[config.mk]
export PLATFORM = sky130hd
export DESIGN_NAME = resource_grant_priority_queue
export DESIGN_NICKNAME = d
export VERILOG_FILES = /design/src/rgpq_pkg.sv /design/src/resource_grant_priority_queue.sv /design/src/rgpq_ram.sv /design/src/rgpq_front.sv /design/src/rgpq_back.sv
export SDC_FILE = /design/constraint.sdc
export NUM_CORES = 2
export LEC_CHECK = 0
export ABC_AREA = 1
export BUFFER_PORTS_ARGS = -buffer_cell sky130_fd_sc_hd__buf_2
export CORE_MARGIN = 1
export CORE_UTILIZATION = 45
export CTS_CLUSTER_SIZE = 30
export DETAILED_ROUTE_END_ITERATION = 12
export PLACE_DENSITY = 0.68
export SYNTH_ARGS = -nofsm -noshare
export SYNTH_HDL_FRONTEND = slang
export SYNTH_SLANG_ARGS = --single-unit
export TNS_END_PERCENT = 100
[constraint.sdc]
create_clock -name clk -period 9.01 [get_ports clk]
set_input_delay 0 -clock clk [delete_from_list [all_inputs] [get_ports clk]]
set_output_delay 0 -clock clk [all_outputs]
set_load 0.1 [all_outputs]
[src/rgpq_pkg.sv]
// Shared types and constants for the resource grant priority queue.
package rgpq_pkg;
  localparam int MaxRes = 16;
  localparam int QDepth = 8;
  localparam int SlotW = $clog2(MaxRes);
  localparam int TotW = $clog2(MaxRes + 1);
  localparam int QPosW = $clog2(QDepth);
  localparam int QCntW = $clog2(QDepth + 1);
  localparam int QAddrW = SlotW + QPosW;
  localparam int EntW = 24;

  localparam logic [2:0] KIND_ADD = 3'd0;
  localparam logic [2:0] KIND_ENQ = 3'd1;
  localparam logic [2:0] KIND_GRANT = 3'd2;
  localparam logic [2:0] KIND_RET = 3'd3;
  localparam logic [2:0] KIND_CANCEL = 3'd4;

  localparam logic [3:0] ST_ADDED = 4'd0;
  localparam logic [3:0] ST_ENQUEUED = 4'd1;
  localparam logic [3:0] ST_GRANTED = 4'd2;
  localparam logic [3:0] ST_REFUSED = 4'd3;
  localparam logic [3:0] ST_RETURNED = 4'd4;
  localparam logic [3:0] ST_RET_GRANTED = 4'd5;
  localparam logic [3:0] ST_CANCELLED = 4'd6;
  localparam logic [3:0] ST_NOT_QUEUED = 4'd7;
  localparam logic [3:0] ST_UNKNOWN = 4'd8;
  localparam logic [3:0] ST_FULL = 4'd9;

  typedef struct packed {
    logic [2:0] kind;
    logic [15:0] resource_key;
    logic [15:0] requester_id;
    logic [7:0] level;
    logic [7:0] initial_units;
  } cmd_t;

  localparam int CmdW = $bits(cmd_t);
endpackage

[src/resource_grant_priority_queue.sv]
// Top level of the resource grant priority queue.
// Usage:
//   Input channel: in_valid/in_stall with kind, resource_key, requester_id,
//   level and initial_units. One word in gives exactly one result word out.
//   Output channel: out_valid/out_stall with status, served_id,
//   resource_index, units_left and queue_count.
// A two-word command queue sits in front of a sequencer, so input can be
// taken while a result waits on a stalled receiver.
// Sequencing: an add, or an unknown kind, is answered straight from idle. Other
//   kinds search the key table one slot at a time (key RAM read port), then walk
//   the queue RAM: a scan reads one entry at a time and a shift moves one entry
//   at a time. Words are handled one at a time.
// Reset (rst, synchronous) empties the table and the command queue; table
//   and queue RAMs hold stale data that is never read.
// When out_stall is high the result holds and the sequencer does not start
//   a new word until it has been taken.
module resource_grant_priority_queue import rgpq_pkg::*; (
  input  logic        clk,
  input  logic        rst,
  input  logic        in_valid,
  output logic        in_stall,
  input  logic [2:0]  kind,
  input  logic [15:0] resource_key,
  input  logic [15:0] requester_id,
  input  logic [7:0]  level,
  input  logic [7:0]  initial_units,
  output logic        out_valid,
  input  logic        out_stall,
  output logic [3:0]  status,
  output logic [15:0] served_id,
  output logic [3:0]  resource_index,
  output logic [7:0]  units_left,
  output logic [3:0]  queue_count
);
  cmd_t in_cmd;
  cmd_t cq_cmd;
  logic cq_valid;
  logic cq_pop;

  assign in_cmd = '{kind, resource_key, requester_id, level, initial_units};

  rgpq_front u_front (
    .clk(clk), .rst(rst), .in_valid(in_valid), .in_stall(in_stall),
    .in_cmd(in_cmd), .cq_valid(cq_valid), .cq_cmd(cq_cmd), .cq_pop(cq_pop)
  );

  rgpq_back u_back (
    .clk(clk), .rst(rst), .cq_valid(cq_valid), .cq_cmd(cq_cmd), .cq_pop(cq_pop),
    .out_valid(out_valid), .out_stall(out_stall), .status(status),
    .served_id(served_id), .resource_index(resource_index),
    .units_left(units_left), .queue_count(queue_count)
  );

  // a popped word never coincides with a pending result
  a_pop_free: assert property (@(posedge clk) disable iff (rst)
    cq_pop |-> !out_valid) else $error("pop with pending result");
  // result status is always a defined code
  a_status: assert property (@(posedge clk) disable iff (rst)
    out_valid |-> status <= ST_FULL) else $error("bad status");
  // queue count never exceeds depth
  a_qcnt: assert property (@(posedge clk) disable iff (rst)
    out_valid |-> queue_count <= 4'(QDepth)) else $error("bad count");
endmodule

[src/rgpq_ram.sv]
// Generic single-port-write, single-read RAM with registered read.
module rgpq_ram #(
  parameter int Width = 8,
  parameter int Depth = 16
) (
  input  logic                     clk,
  input  logic                     we,
  input  logic [$clog2(Depth)-1:0] waddr,
  input  logic [Width-1:0]         wdata,
  input  logic [$clog2(Depth)-1:0] raddr,
  output logic [Width-1:0]         rdata
);
  logic [Width-1:0] mem [Depth];

  always_ff @(posedge clk) begin
    if (we) begin
      mem[waddr] <= wdata;
    end
    rdata <= mem[raddr];
  end
endmodule

[src/rgpq_front.sv]
// Front end: input word capture and a two-entry command queue.
module rgpq_front import rgpq_pkg::*; (
  input  logic       clk,
  input  logic       rst,
  input  logic       in_valid,
  output logic       in_stall,
  input  cmd_t       in_cmd,
  output logic       cq_valid,
  output cmd_t       cq_cmd,
  input  logic       cq_pop
);
  cmd_t q [2];
  logic [1:0] cnt;
  logic rd;
  logic push;

  assign in_stall = (cnt == 2'd2);
  assign push = in_valid && !in_stall;
  assign cq_valid = (cnt != 2'd0);
  assign cq_cmd = q[rd];

  always_ff @(posedge clk) begin
    if (rst) begin
      cnt <= 2'd0;
      rd <= 1'b0;
    end else begin
      if (push) begin
        q[rd ^ cnt[0]] <= in_cmd;
      end
      if (cq_pop) begin
        rd <= ~rd;
      end
      cnt <= cnt + {1'b0, push} - {1'b0, cq_pop};
    end
  end
endmodule

[src/rgpq_back.sv]
// Back end: key search, queue update sequencer and result register.
module rgpq_back import rgpq_pkg::*; (
  input  logic        clk,
  input  logic        rst,
  input  logic        cq_valid,
  input  cmd_t        cq_cmd,
  output logic        cq_pop,
  output logic        out_valid,
  input  logic        out_stall,
  output logic [3:0]  status,
  output logic [15:0] served_id,
  output logic [3:0]  resource_index,
  output logic [7:0]  units_left,
  output logic [3:0]  queue_count
);
  localparam logic [3:0] S_IDLE = 4'd0;
  localparam logic [3:0] S_SRCH = 4'd1;
  localparam logic [3:0] S_SWAIT = 4'd2;
  localparam logic [3:0] S_DISP = 4'd3;
  localparam logic [3:0] S_QRD = 4'd4;
  localparam logic [3:0] S_QCHK = 4'd5;
  localparam logic [3:0] S_SHR = 4'd6;
  localparam logic [3:0] S_SHW = 4'd7;
  localparam logic [3:0] S_SHL = 4'd8;
  localparam logic [3:0] S_SLW = 4'd9;
  localparam logic [3:0] S_DONE = 4'd10;

  logic [3:0] state;
  cmd_t cmd;
  logic [TotW-1:0] total;
  logic [TotW-1:0] idx;
  logic [SlotW-1:0] slot;
  logic [7:0] units [MaxRes];
  logic [QCntW-1:0] wcnt [MaxRes];
  logic [QCntW-1:0] pos;
  logic [QCntW-1:0] j;
  logic grant;
  logic [3:0] st;
  logic [15:0] srv;

  logic key_we;
  logic [SlotW-1:0] key_ra;
  logic [15:0] key_rd;
  logic q_we;
  logic [QAddrW-1:0] q_wa;
  logic [EntW-1:0] q_wd;
  logic [QAddrW-1:0] q_ra;
  logic [EntW-1:0] q_rd;

  logic [7:0] cur_u;
  logic [QCntW-1:0] cur_n;
  assign cur_u = units[slot];
  assign cur_n = wcnt[slot];

  // the key is written in the pop cycle, straight from the queue head
  rgpq_ram #(.Width(16), .Depth(MaxRes)) u_keys (
    .clk(clk), .we(key_we), .waddr(total[SlotW-1:0]), .wdata(cq_cmd.resource_key),
    .raddr(key_ra), .rdata(key_rd)
  );
  rgpq_ram #(.Width(EntW), .Depth(MaxRes * QDepth)) u_q (
    .clk(clk), .we(q_we), .waddr(q_wa), .wdata(q_wd), .raddr(q_ra), .rdata(q_rd)
  );

  assign key_ra = idx[SlotW-1:0];
  assign key_we = (state == S_IDLE) && cq_valid && !out_valid
                  && cq_cmd.kind == KIND_ADD && total != TotW'(MaxRes);
  assign cq_pop = (state == S_IDLE) && cq_valid && !out_valid;

  // queue RAM read address: entry j of current slot
  assign q_ra = {slot, j[QPosW-1:0]};

  always_comb begin
    q_we = 1'b0;
    q_wa = {slot, j[QPosW-1:0]};
    q_wd = q_rd;
    if (state == S_SHW) begin
      q_we = 1'b1;
      q_wa = {slot, QPosW'(j + QCntW'(1))};
    end else if (state == S_SLW) begin
      q_we = 1'b1;
      q_wa = {slot, QPosW'(j - QCntW'(1))};
    end else if (state == S_DONE && cmd.kind == KIND_ENQ && st == ST_ENQUEUED) begin
      q_we = 1'b1;
      q_wa = {slot, pos[QPosW-1:0]};
      q_wd = {cmd.requester_id, cmd.level};
    end
  end

  always_ff @(posedge clk) begin
    if (rst) begin
      state <= S_IDLE;
      total <= '0;
      out_valid <= 1'b0;
    end else begin
      if (out_valid && !out_stall) begin
        out_valid <= 1'b0;
      end
      case (state)
        S_IDLE: begin
          if (cq_pop) begin
            cmd <= cq_cmd;
            idx <= '0;
            srv <= '0;
            grant <= 1'b0;
            if (cq_cmd.kind == KIND_ADD) begin
              if (total == TotW'(MaxRes)) begin
                status <= ST_FULL; served_id <= '0; resource_index <= '0;
                units_left <= '0; queue_count <= '0;
              end else begin
                units[total[SlotW-1:0]] <= cq_cmd.initial_units;
                wcnt[total[SlotW-1:0]] <= '0;
                status <= ST_ADDED; served_id <= '0;
                resource_index <= 4'(total);
                units_left <= cq_cmd.initial_units; queue_count <= '0;
                total <= total + TotW'(1);
              end
              out_valid <= 1'b1;
            end else if (cq_cmd.kind > KIND_CANCEL || total == '0) begin
              status <= ST_UNKNOWN; served_id <= '0; resource_index <= '0;
              units_left <= '0; queue_count <= '0;
              out_valid <= 1'b1;
            end else begin
              state <= S_SRCH;
            end
          end
        end
        S_SRCH: state <= S_SWAIT;  // key read in flight
        S_SWAIT: begin
          if (key_rd == cmd.resource_key) begin
            slot <= idx[SlotW-1:0];
            state <= S_DISP;
          end else if (idx + TotW'(1) >= total) begin
            status <= ST_UNKNOWN; served_id <= '0; resource_index <= '0;
            units_left <= '0; queue_count <= '0;
            out_valid <= 1'b1;
            state <= S_IDLE;
          end else begin
            idx <= idx + TotW'(1);
            state <= S_SRCH;
          end
        end
        S_DISP: begin
          j <= '0;
          pos <= cur_n;
          case (cmd.kind)
            KIND_ENQ: begin
              if (cur_n == QCntW'(QDepth)) begin
                st <= ST_FULL; state <= S_DONE;
              end else if (cur_n == '0) begin
                st <= ST_ENQUEUED; state <= S_DONE;
              end else begin
                state <= S_QRD;
              end
            end
            KIND_GRANT, KIND_RET: begin
              logic [7:0] u;
              u = cur_u;
              if (cmd.kind == KIND_RET && u != 8'hFF) u = u + 8'd1;
              if (u != '0 && cur_n != '0) begin
                units[slot] <= u - 8'd1;
                grant <= 1'b1;
                st <= (cmd.kind == KIND_RET) ? ST_RET_GRANTED : ST_GRANTED;
                state <= S_QRD;
              end else begin
                units[slot] <= u;
                st <= (cmd.kind == KIND_RET) ? ST_RETURNED : ST_REFUSED;
                state <= S_DONE;
              end
            end
            default: begin
              st <= ST_NOT_QUEUED;
              state <= (cur_n == '0) ? S_DONE : S_QRD;
            end
          endcase
        end
        S_QRD: state <= S_QCHK;
        S_QCHK: begin
          if (cmd.kind == KIND_ENQ) begin
            if (cmd.level < q_rd[7:0]) begin
              pos <= j; st <= ST_ENQUEUED;
              j <= cur_n - QCntW'(1);
              state <= S_SHR;
            end else if (j + QCntW'(1) == cur_n) begin
              st <= ST_ENQUEUED; state <= S_DONE;
            end else begin
              j <= j + QCntW'(1); state <= S_QRD;
            end
          end else if (grant || q_rd[23:8] == cmd.requester_id) begin
            srv <= q_rd[23:8];
            if (!grant) st <= ST_CANCELLED;
            j <= j + QCntW'(1);
            state <= S_SHL;
          end else if (j + QCntW'(1) == cur_n) begin
            state <= S_DONE;
          end else begin
            j <= j + QCntW'(1); state <= S_QRD;
          end
        end
        // shift right from the tail down to pos
        S_SHR: state <= S_SHW;
        S_SHW: begin
          if (j == pos) state <= S_DONE;
          else begin j <= j - QCntW'(1); state <= S_SHR; end
        end
        // shift left from the removed entry to the tail
        S_SHL: begin
          if (j >= cur_n) begin
            wcnt[slot] <= cur_n - QCntW'(1);
            state <= S_DONE;
          end else state <= S_SLW;
        end
        S_SLW: begin
          j <= j + QCntW'(1); state <= S_SHL;
        end
        S_DONE: begin
          if (cmd.kind == KIND_ENQ && st == ST_ENQUEUED) begin
            wcnt[slot] <= cur_n + QCntW'(1);
          end
          status <= st;
          served_id <= srv;
          resource_index <= 4'(slot);
          units_left <= cur_u;
          queue_count <= 4'((cmd.kind == KIND_ENQ && st == ST_ENQUEUED)
                            ? cur_n + QCntW'(1) : cur_n);
          out_valid <= 1'b1;
          state <= S_IDLE;
        end
        default: state <= S_IDLE;
      endcase
    end
  end
endmodule

Yosys cells after proc, flatten, opt, wreduce, memory -nomap -nowiden
Memory sizes are Yosys's and may differ from the RTL's. A register that Yosys moved wholly into a read port is not among the register bits.
Cells that the tools add are included.

word-level totals
  register bits = 130
  latch bits = 0
  bits in writable memories = 3,622
  ROM bits = 0
  bits of input ports = 55
  output and inout bits = 38
  logic and storage cells = 273
  memories kept = 5

memory list
  name               words  width  rd ports  clocked after Yosys merged registers in  write ports  RTL line          text
  u_back.u_q.mem     128    24     1         1                                        1            rgpq_ram.sv:13    logic [Width-1:0] mem [Depth];
  u_back.u_keys.mem  16     16     1         1                                        1            rgpq_ram.sv:13
  u_back.units       16     8      1         1                                        1            rgpq_back.sv:33   logic [7:0] units [MaxRes];
  u_front.q          2      51     1         1                                        1            rgpq_front.sv:12  cmd_t q [2];
  u_back.wcnt        16     4      1         1                                        1            rgpq_back.sv:34   logic [QCntW-1:0] wcnt [MaxRes];

operators by class
  add/sub/neg operators = 10
  multipliers = 0
  divide/modulo/power cells = 0
  $lt $le $gt $ge = 4
  equality and inequality tests = 41
  shift-type cells = 0
  mux-type cells = 143
  bitwise operators = 6
  reduce and logical (&&, ||, !) cells = 43

operators with widths
  cell                                                   count
  2-to-1 mux 4 bit                                       48
  2-to-1 mux 16 bit                                      8
  2-to-1 mux 8 bit                                       12
  2-to-1 mux 24 bit                                      3
  2-to-1 mux 1 bit                                       48
  one-hot mux 16 bit (3 select lines)                    1
  one-hot mux 4 bit (10 select lines)                    1
  one-hot mux 4 bit (3 select lines)                     3
  equality test 16 bit                                   2
  one-hot mux 16 bit (2 select lines)                    1
  one-hot mux 4 bit (2 select lines)                     4
  one-hot mux 8 bit (3 select lines)                     1
  equality test 4 x 3 -> 1 bit, second input constant    4
  equality test 4 bit, second input constant             4
  one-hot mux 4 bit (4 select lines)                     1
  2-to-1 mux 3 bit                                       5
  2-to-1 mux 5 bit                                       3
  AND reduction 5 bit                                    3
  inequality test 2 bit, second input constant           7
  inequality test 2 x 1 -> 1 bit, second input constant  6
  AND reduction 3 bit                                    4
  AND reduction 6 bit                                    2
  logical AND 1 bit                                      11
  adder 5 x 1 -> 5 bit, second input constant            2
  other kinds (43)                                       63

Depth between registers and ports, before layout
  depth in word-level cells = 16
  gate-level depth with buffers = 26
  gate-level depth less buffers = 24

By module
A second synthesis with hierarchy kept.

second synthesis, totals
  cells, all modules = 12,970
  area total of the unflattened synthesis = 155,237.6 sq um

by module, submodules not included
  module                     instances  cells each  area an instance (sq um)  sequential area each (sq um)
  rgpq_ram at u_back.u_q     1          10,092      124,049.0                 92,728.9
  rgpq_back                  1          1,615       15,656.3                  9,559.2
  rgpq_ram at u_back.u_keys  1          1,074       11,380.9                  8,007.7
  rgpq_front                 1          189         4,151.5                   3,143.0

Worst setup path after synthesis
No wires, ideal clock.

  path kind = register to register
  from = reg u_back.cmd[48] (netlist bit)
  to = mem u_back.u_q.mem[0][0] (netlist bit), data pin
  library setup time = 1,198 ps
  arrival time = 6,222 ps
  required time = 7,812 ps
  path slack = 1,591 ps
  cell stages (with the launch flop) = 8
  path buffers = 2
  clock period less this slack = 7,419 ps
  path through = edfxtp_1 nand2_1 nor2_4 nand4_1 nor2_4 clkbuf_1 clkbuf_1 o21ai_0

on the way
  cells in the longest elaborated chain, start to end = 6

ends and longest elaborated chain
  item                             RTL line          text
  from (decl)                      rgpq_back.sv:29   cmd_t cmd;
  from (signal assigned)           rgpq_back.sv:101  cmd <= cq_cmd;
  equality test 3 x 1 -> 1 bit     rgpq_back.sv:82   end else if (state == S_DONE && cmd.kind == KIND_ENQ && st == ST_ENQUEUED) begin
  logical AND 1 bit (2 in series)  rgpq_back.sv:82
  2-to-1 mux 24 bit                rgpq_back.sv:82
  2-to-1 mux 24 bit                rgpq_back.sv:79   end else if (state == S_SLW) begin
  2-to-1 mux 24 bit                rgpq_back.sv:76   if (state == S_SHW) begin
  named net u_back.q_wd[0]         rgpq_back.sv:46   logic [EntW-1:0] q_wd;
  to (decl)                        rgpq_ram.sv:13

The timed path passes the listed nets, and every way through them passes these cells.

Final worst setup path
  from = reg u_back.state[1]
  to = mem u_back.u_q.mem[21][10] (netlist bit), enable pin

on the way
  cells in the longest elaborated chain, start to end = 8
  elaborated cells between the ends (all ways) = 13
  those cells by class = eq/ne (3); mux (8); reduce/logical (2)

ends and longest elaborated chain
  item                                    RTL line          text
  from (decl)                             rgpq_back.sv:28   logic [3:0] state;
  from (signal assigned)                  rgpq_back.sv:172  state <= (cur_n == '0) ? S_DONE : S_QRD;
  equality test 4 bit                     rgpq_back.sv:82
  logical AND 1 bit (2 in series)         rgpq_back.sv:82
  2-to-1 mux 1 bit                        rgpq_back.sv:82
  2-to-1 mux 1 bit                        rgpq_back.sv:79
  2-to-1 mux 1 bit                        rgpq_back.sv:76
  2-to-1 mux 1 bit                        rgpq_ram.sv:16    if (we) begin
  2-to-1 mux 1 bit (implied by the code)  rgpq_ram.sv:17    mem[waddr] <= wdata;

Parallel ways exist; a longest one is shown, timed or not.

==> reports/qor.yml <==
slowest_delay_ns: 0.93
rsz0062_at_grt: "no"
drt_iter0_markers: 14940
p_leak_nw: 53.8
m1WireLength_um: 164000
fin_nets: 11008
finalCriticalPeriod_ns: 5.54
clk_latency_ns: 0.98
cp_slowest_cell: "nor2_2"
finalPower_w: 0.0369
vdd_drop_max_uv: 165
cp-start-kind: "flop"
layout-drive-gt1-share: 0.0997
cts_buffers: 376
synth_area_leaders: "edfxtp_1, o21ai_0, nor2_1"
period_share: 0.615
fmax_mhz: 180
yosysTopAreaCell: "edfxtp_1"
final-seq-area_sq_um: 113000
grt-ovfl-total: 0
coreArea_sq_um: 328000
path_clk_slew_ns: 0.06
grt_usage: 0.251
synth_area_sq_um: 149000
holdWs_ns: 0.127
multi_input_area_sq_um: 32000
crit_required_ns: 9.55
yosysSeqAreaShare: 0.763
post-route-util: 0.512
finClkSkew_ns: 0.0890
met2_wirelength_um: 194000
critPathBufInv: 7
synthArstFlopShare: 0
end_kind: "flop"
slew_viol_final: 0
wl_um: 430000
die_area_sq_um: 333000
synth-main-ff-cell: "edfxtp_1"
path_cells: "inv_1 -> nor2_2 -> inv_1 -> nor2_2 -> inv_2 -> nor2_4 -> buf_4 -> inv_2 -> o221ai_2 -> inv_1 -> nor2_1 -> nand2_4 -> buf_4 -> nor2_2"
crit_arrival_ns: 6.09
crit_fanout: 52
synthesis.nets: 10923
chipWidth_um: 577
htree_levels: 5
power_density_nw_per_um2: 220
syn_area_per_cell_sq_um: 13.7
synthCells: 10838
globalplace.congestion: 0.921
ys_warn_count: 0
top_layer_used: "met5"
grt_pass1_vias: 90506
wire_per_inst_um: 27.6
dr.pass1.iters: 7
synth_seq_cells: 3797
cts_tree: "built"
grt_start_max_net_pins: 213
routed_via_density: 6.23
setup_viol: 0
drc: 0
grt_pass1_wl_um: 621000
fin_cells: 15581
hp-class: "in -> reg"
crit_family: "simple AND/OR/NAND/NOR gates"
maxSlewHeadroom: 0.0164
antenna_found_initial: 23
synth_cell_types: 55
portBuffers: 92
num_rows: 210
vias: 97014
finalHoldViolCount: 0
clockBufferDepth: 4
synth_enable_flop_cells: 3739
cap_violations: 0
die_y_um: 577
syn2layout_area_growth_pct: 12.9
worst_pin_slew_ns: 1.48
fin_setup_tns_ns: 0
cts-root-buf: "clkbuf_16"
dp_cells: 14783
ios: 93
ant_nets: 0
wl_met3_um: 50000
cts.sinks: 3797
yosysTopAreaCellShare: 0.755
dpl.hpwl_um: 239000
start_util: 0.453
path_class: "reg -> reg"
status: "complete, no violations"
fill_cells: 26511
cts-resized-gates: 0
## cell families after synthesis
logic type / Yosys count / share of synthesized area
AOI/OAI and AO/OA: 3106 / 0.129
xor gates and xnor gates: 45 / 0.00265
adders and majority gates: 30 / 0.00252
buffers and inverters: 1019 / 0.0267
DFF: 3797 / 0.763
muxes: 4 / 0.000269
and+or+nand+nor: 2837 / 0.0756
## final cells by class
class | count | area share
inverter | 250 | 0.00577
clock inverter | 225 | 0.0128
multi-input combinational | 6022 | 0.190
sequential | 3797 | 0.676
timing repair buffer | 476 | 0.0235
antenna | 6 | 0.0000895
clock buffer | 459 | 0.0590
tap | 4346 | 0.0324
## what timing repair did
| item | in CTS | in global routing |
|---|---|---|
| endpoints found under the hold margin | 124 | 0 |
| buffers inserted | 0 | 0 |
| hold buffers | 107 | 0 |
## cell usage after synthesis, types with 5 or more instances
cell,n
a2111o_1,21
a21oi_1,99
a221oi_1,5
a31oi_1,7
a41oi_1,66
buf_1,27
buf_2,35
buf_4,5
buf_6,11
clkbuf_1,691
clkinv_1,5
dfxtp_1,58
edfxtp_1,3739
ha_1,30
inv_1,229
inv_2,15
nand2_1,543
nand2_2,14
nand3_1,255
nand3_2,5
nand4_1,44
nor2_1,1943
nor2_2,7
nor3_1,10
nor4_1,6
o211ai_1,261
o21a_1,5
o21ai_0,1746
o21ai_1,19
o221ai_1,562
o22ai_1,296
xnor2_1,13
xor2_1,32
## power breakdown
group	switching [W]	total (W)	internal (W)
sequential	0.000135	0.0198	0.0196
combinational	0.00133	0.00169	0.000361
clock	0.00672	0.0154	0.00867
## layer usage
layer  vias up  GRT usage
met5         -          0
met4        22      0.114
met3       980     0.0513
met2      6406      0.382
met1     48263      0.350
li1      41343          -
## worst reg2reg max path, stage by stage (launching register included)
cell	delay [ns]
dfxtp_1	0.38
inv_1	0.12
nor2_2	0.19
inv_1	0.10
nor2_2	0.17
inv_2	0.26
nor2_4	0.17
buf_4	0.75
inv_2	0.29
o221ai_2	0.46
inv_1	0.24
nor2_1	0.36
nand2_4	0.38
buf_4	0.35
nor2_2	0.94
## cells in the final DEF, fill, tap and decap left out, types with 228 or more instances in the layout
cell type / Yosys / final
o211ai_1: 261 / 261
nand2_1: 543 / 542
o21ai_0: 1746 / 1721
clkbuf_16: 0 / 380
inv_1: 229 / 228
nor2_1: 1943 / 1808
buf_4: 5 / 250
o22ai_1: 296 / 296
o221ai_1: 562 / 562
edfxtp_1: 3739 / 3739
nand3_1: 255 / 255
## flip-flops by register name, summed over array words and instances, names as in the netlist, 24 cells and up, named ones only
name / count
u_back.units: 128
u_back.wcnt: 64
u_back.u_q.mem: 3072
u_back.cmd: 43
u_front.q: 102
u_back.u_keys.mem: 256
u_back.u_q.rdata: 24
## worst paths after layout
kind	start	end	slack (ns)	cells after the start
hold reg to reg	u_back.total[4]	u_back.total[4]	0.52	1
hold / removal	rst	flop	0.13	3
setup reg to reg	u_back.state[1]	u_back.u_q.mem[21][10]	3.47	14
setup / recovery	u_back.state[1]	u_back.u_q.mem[21][10]	3.47	14
## per-stage QoR
step,worst slack [ns],instance area (sq um)
after floorplan,1.59,149000
after global placement,3.59,155000
after detailed placement,3.55,155000
after CTS,3.52,168000
after global routing,3.14,168000
final,3.47,168000
No activity file was read; power rests on OpenSTA's default activity.
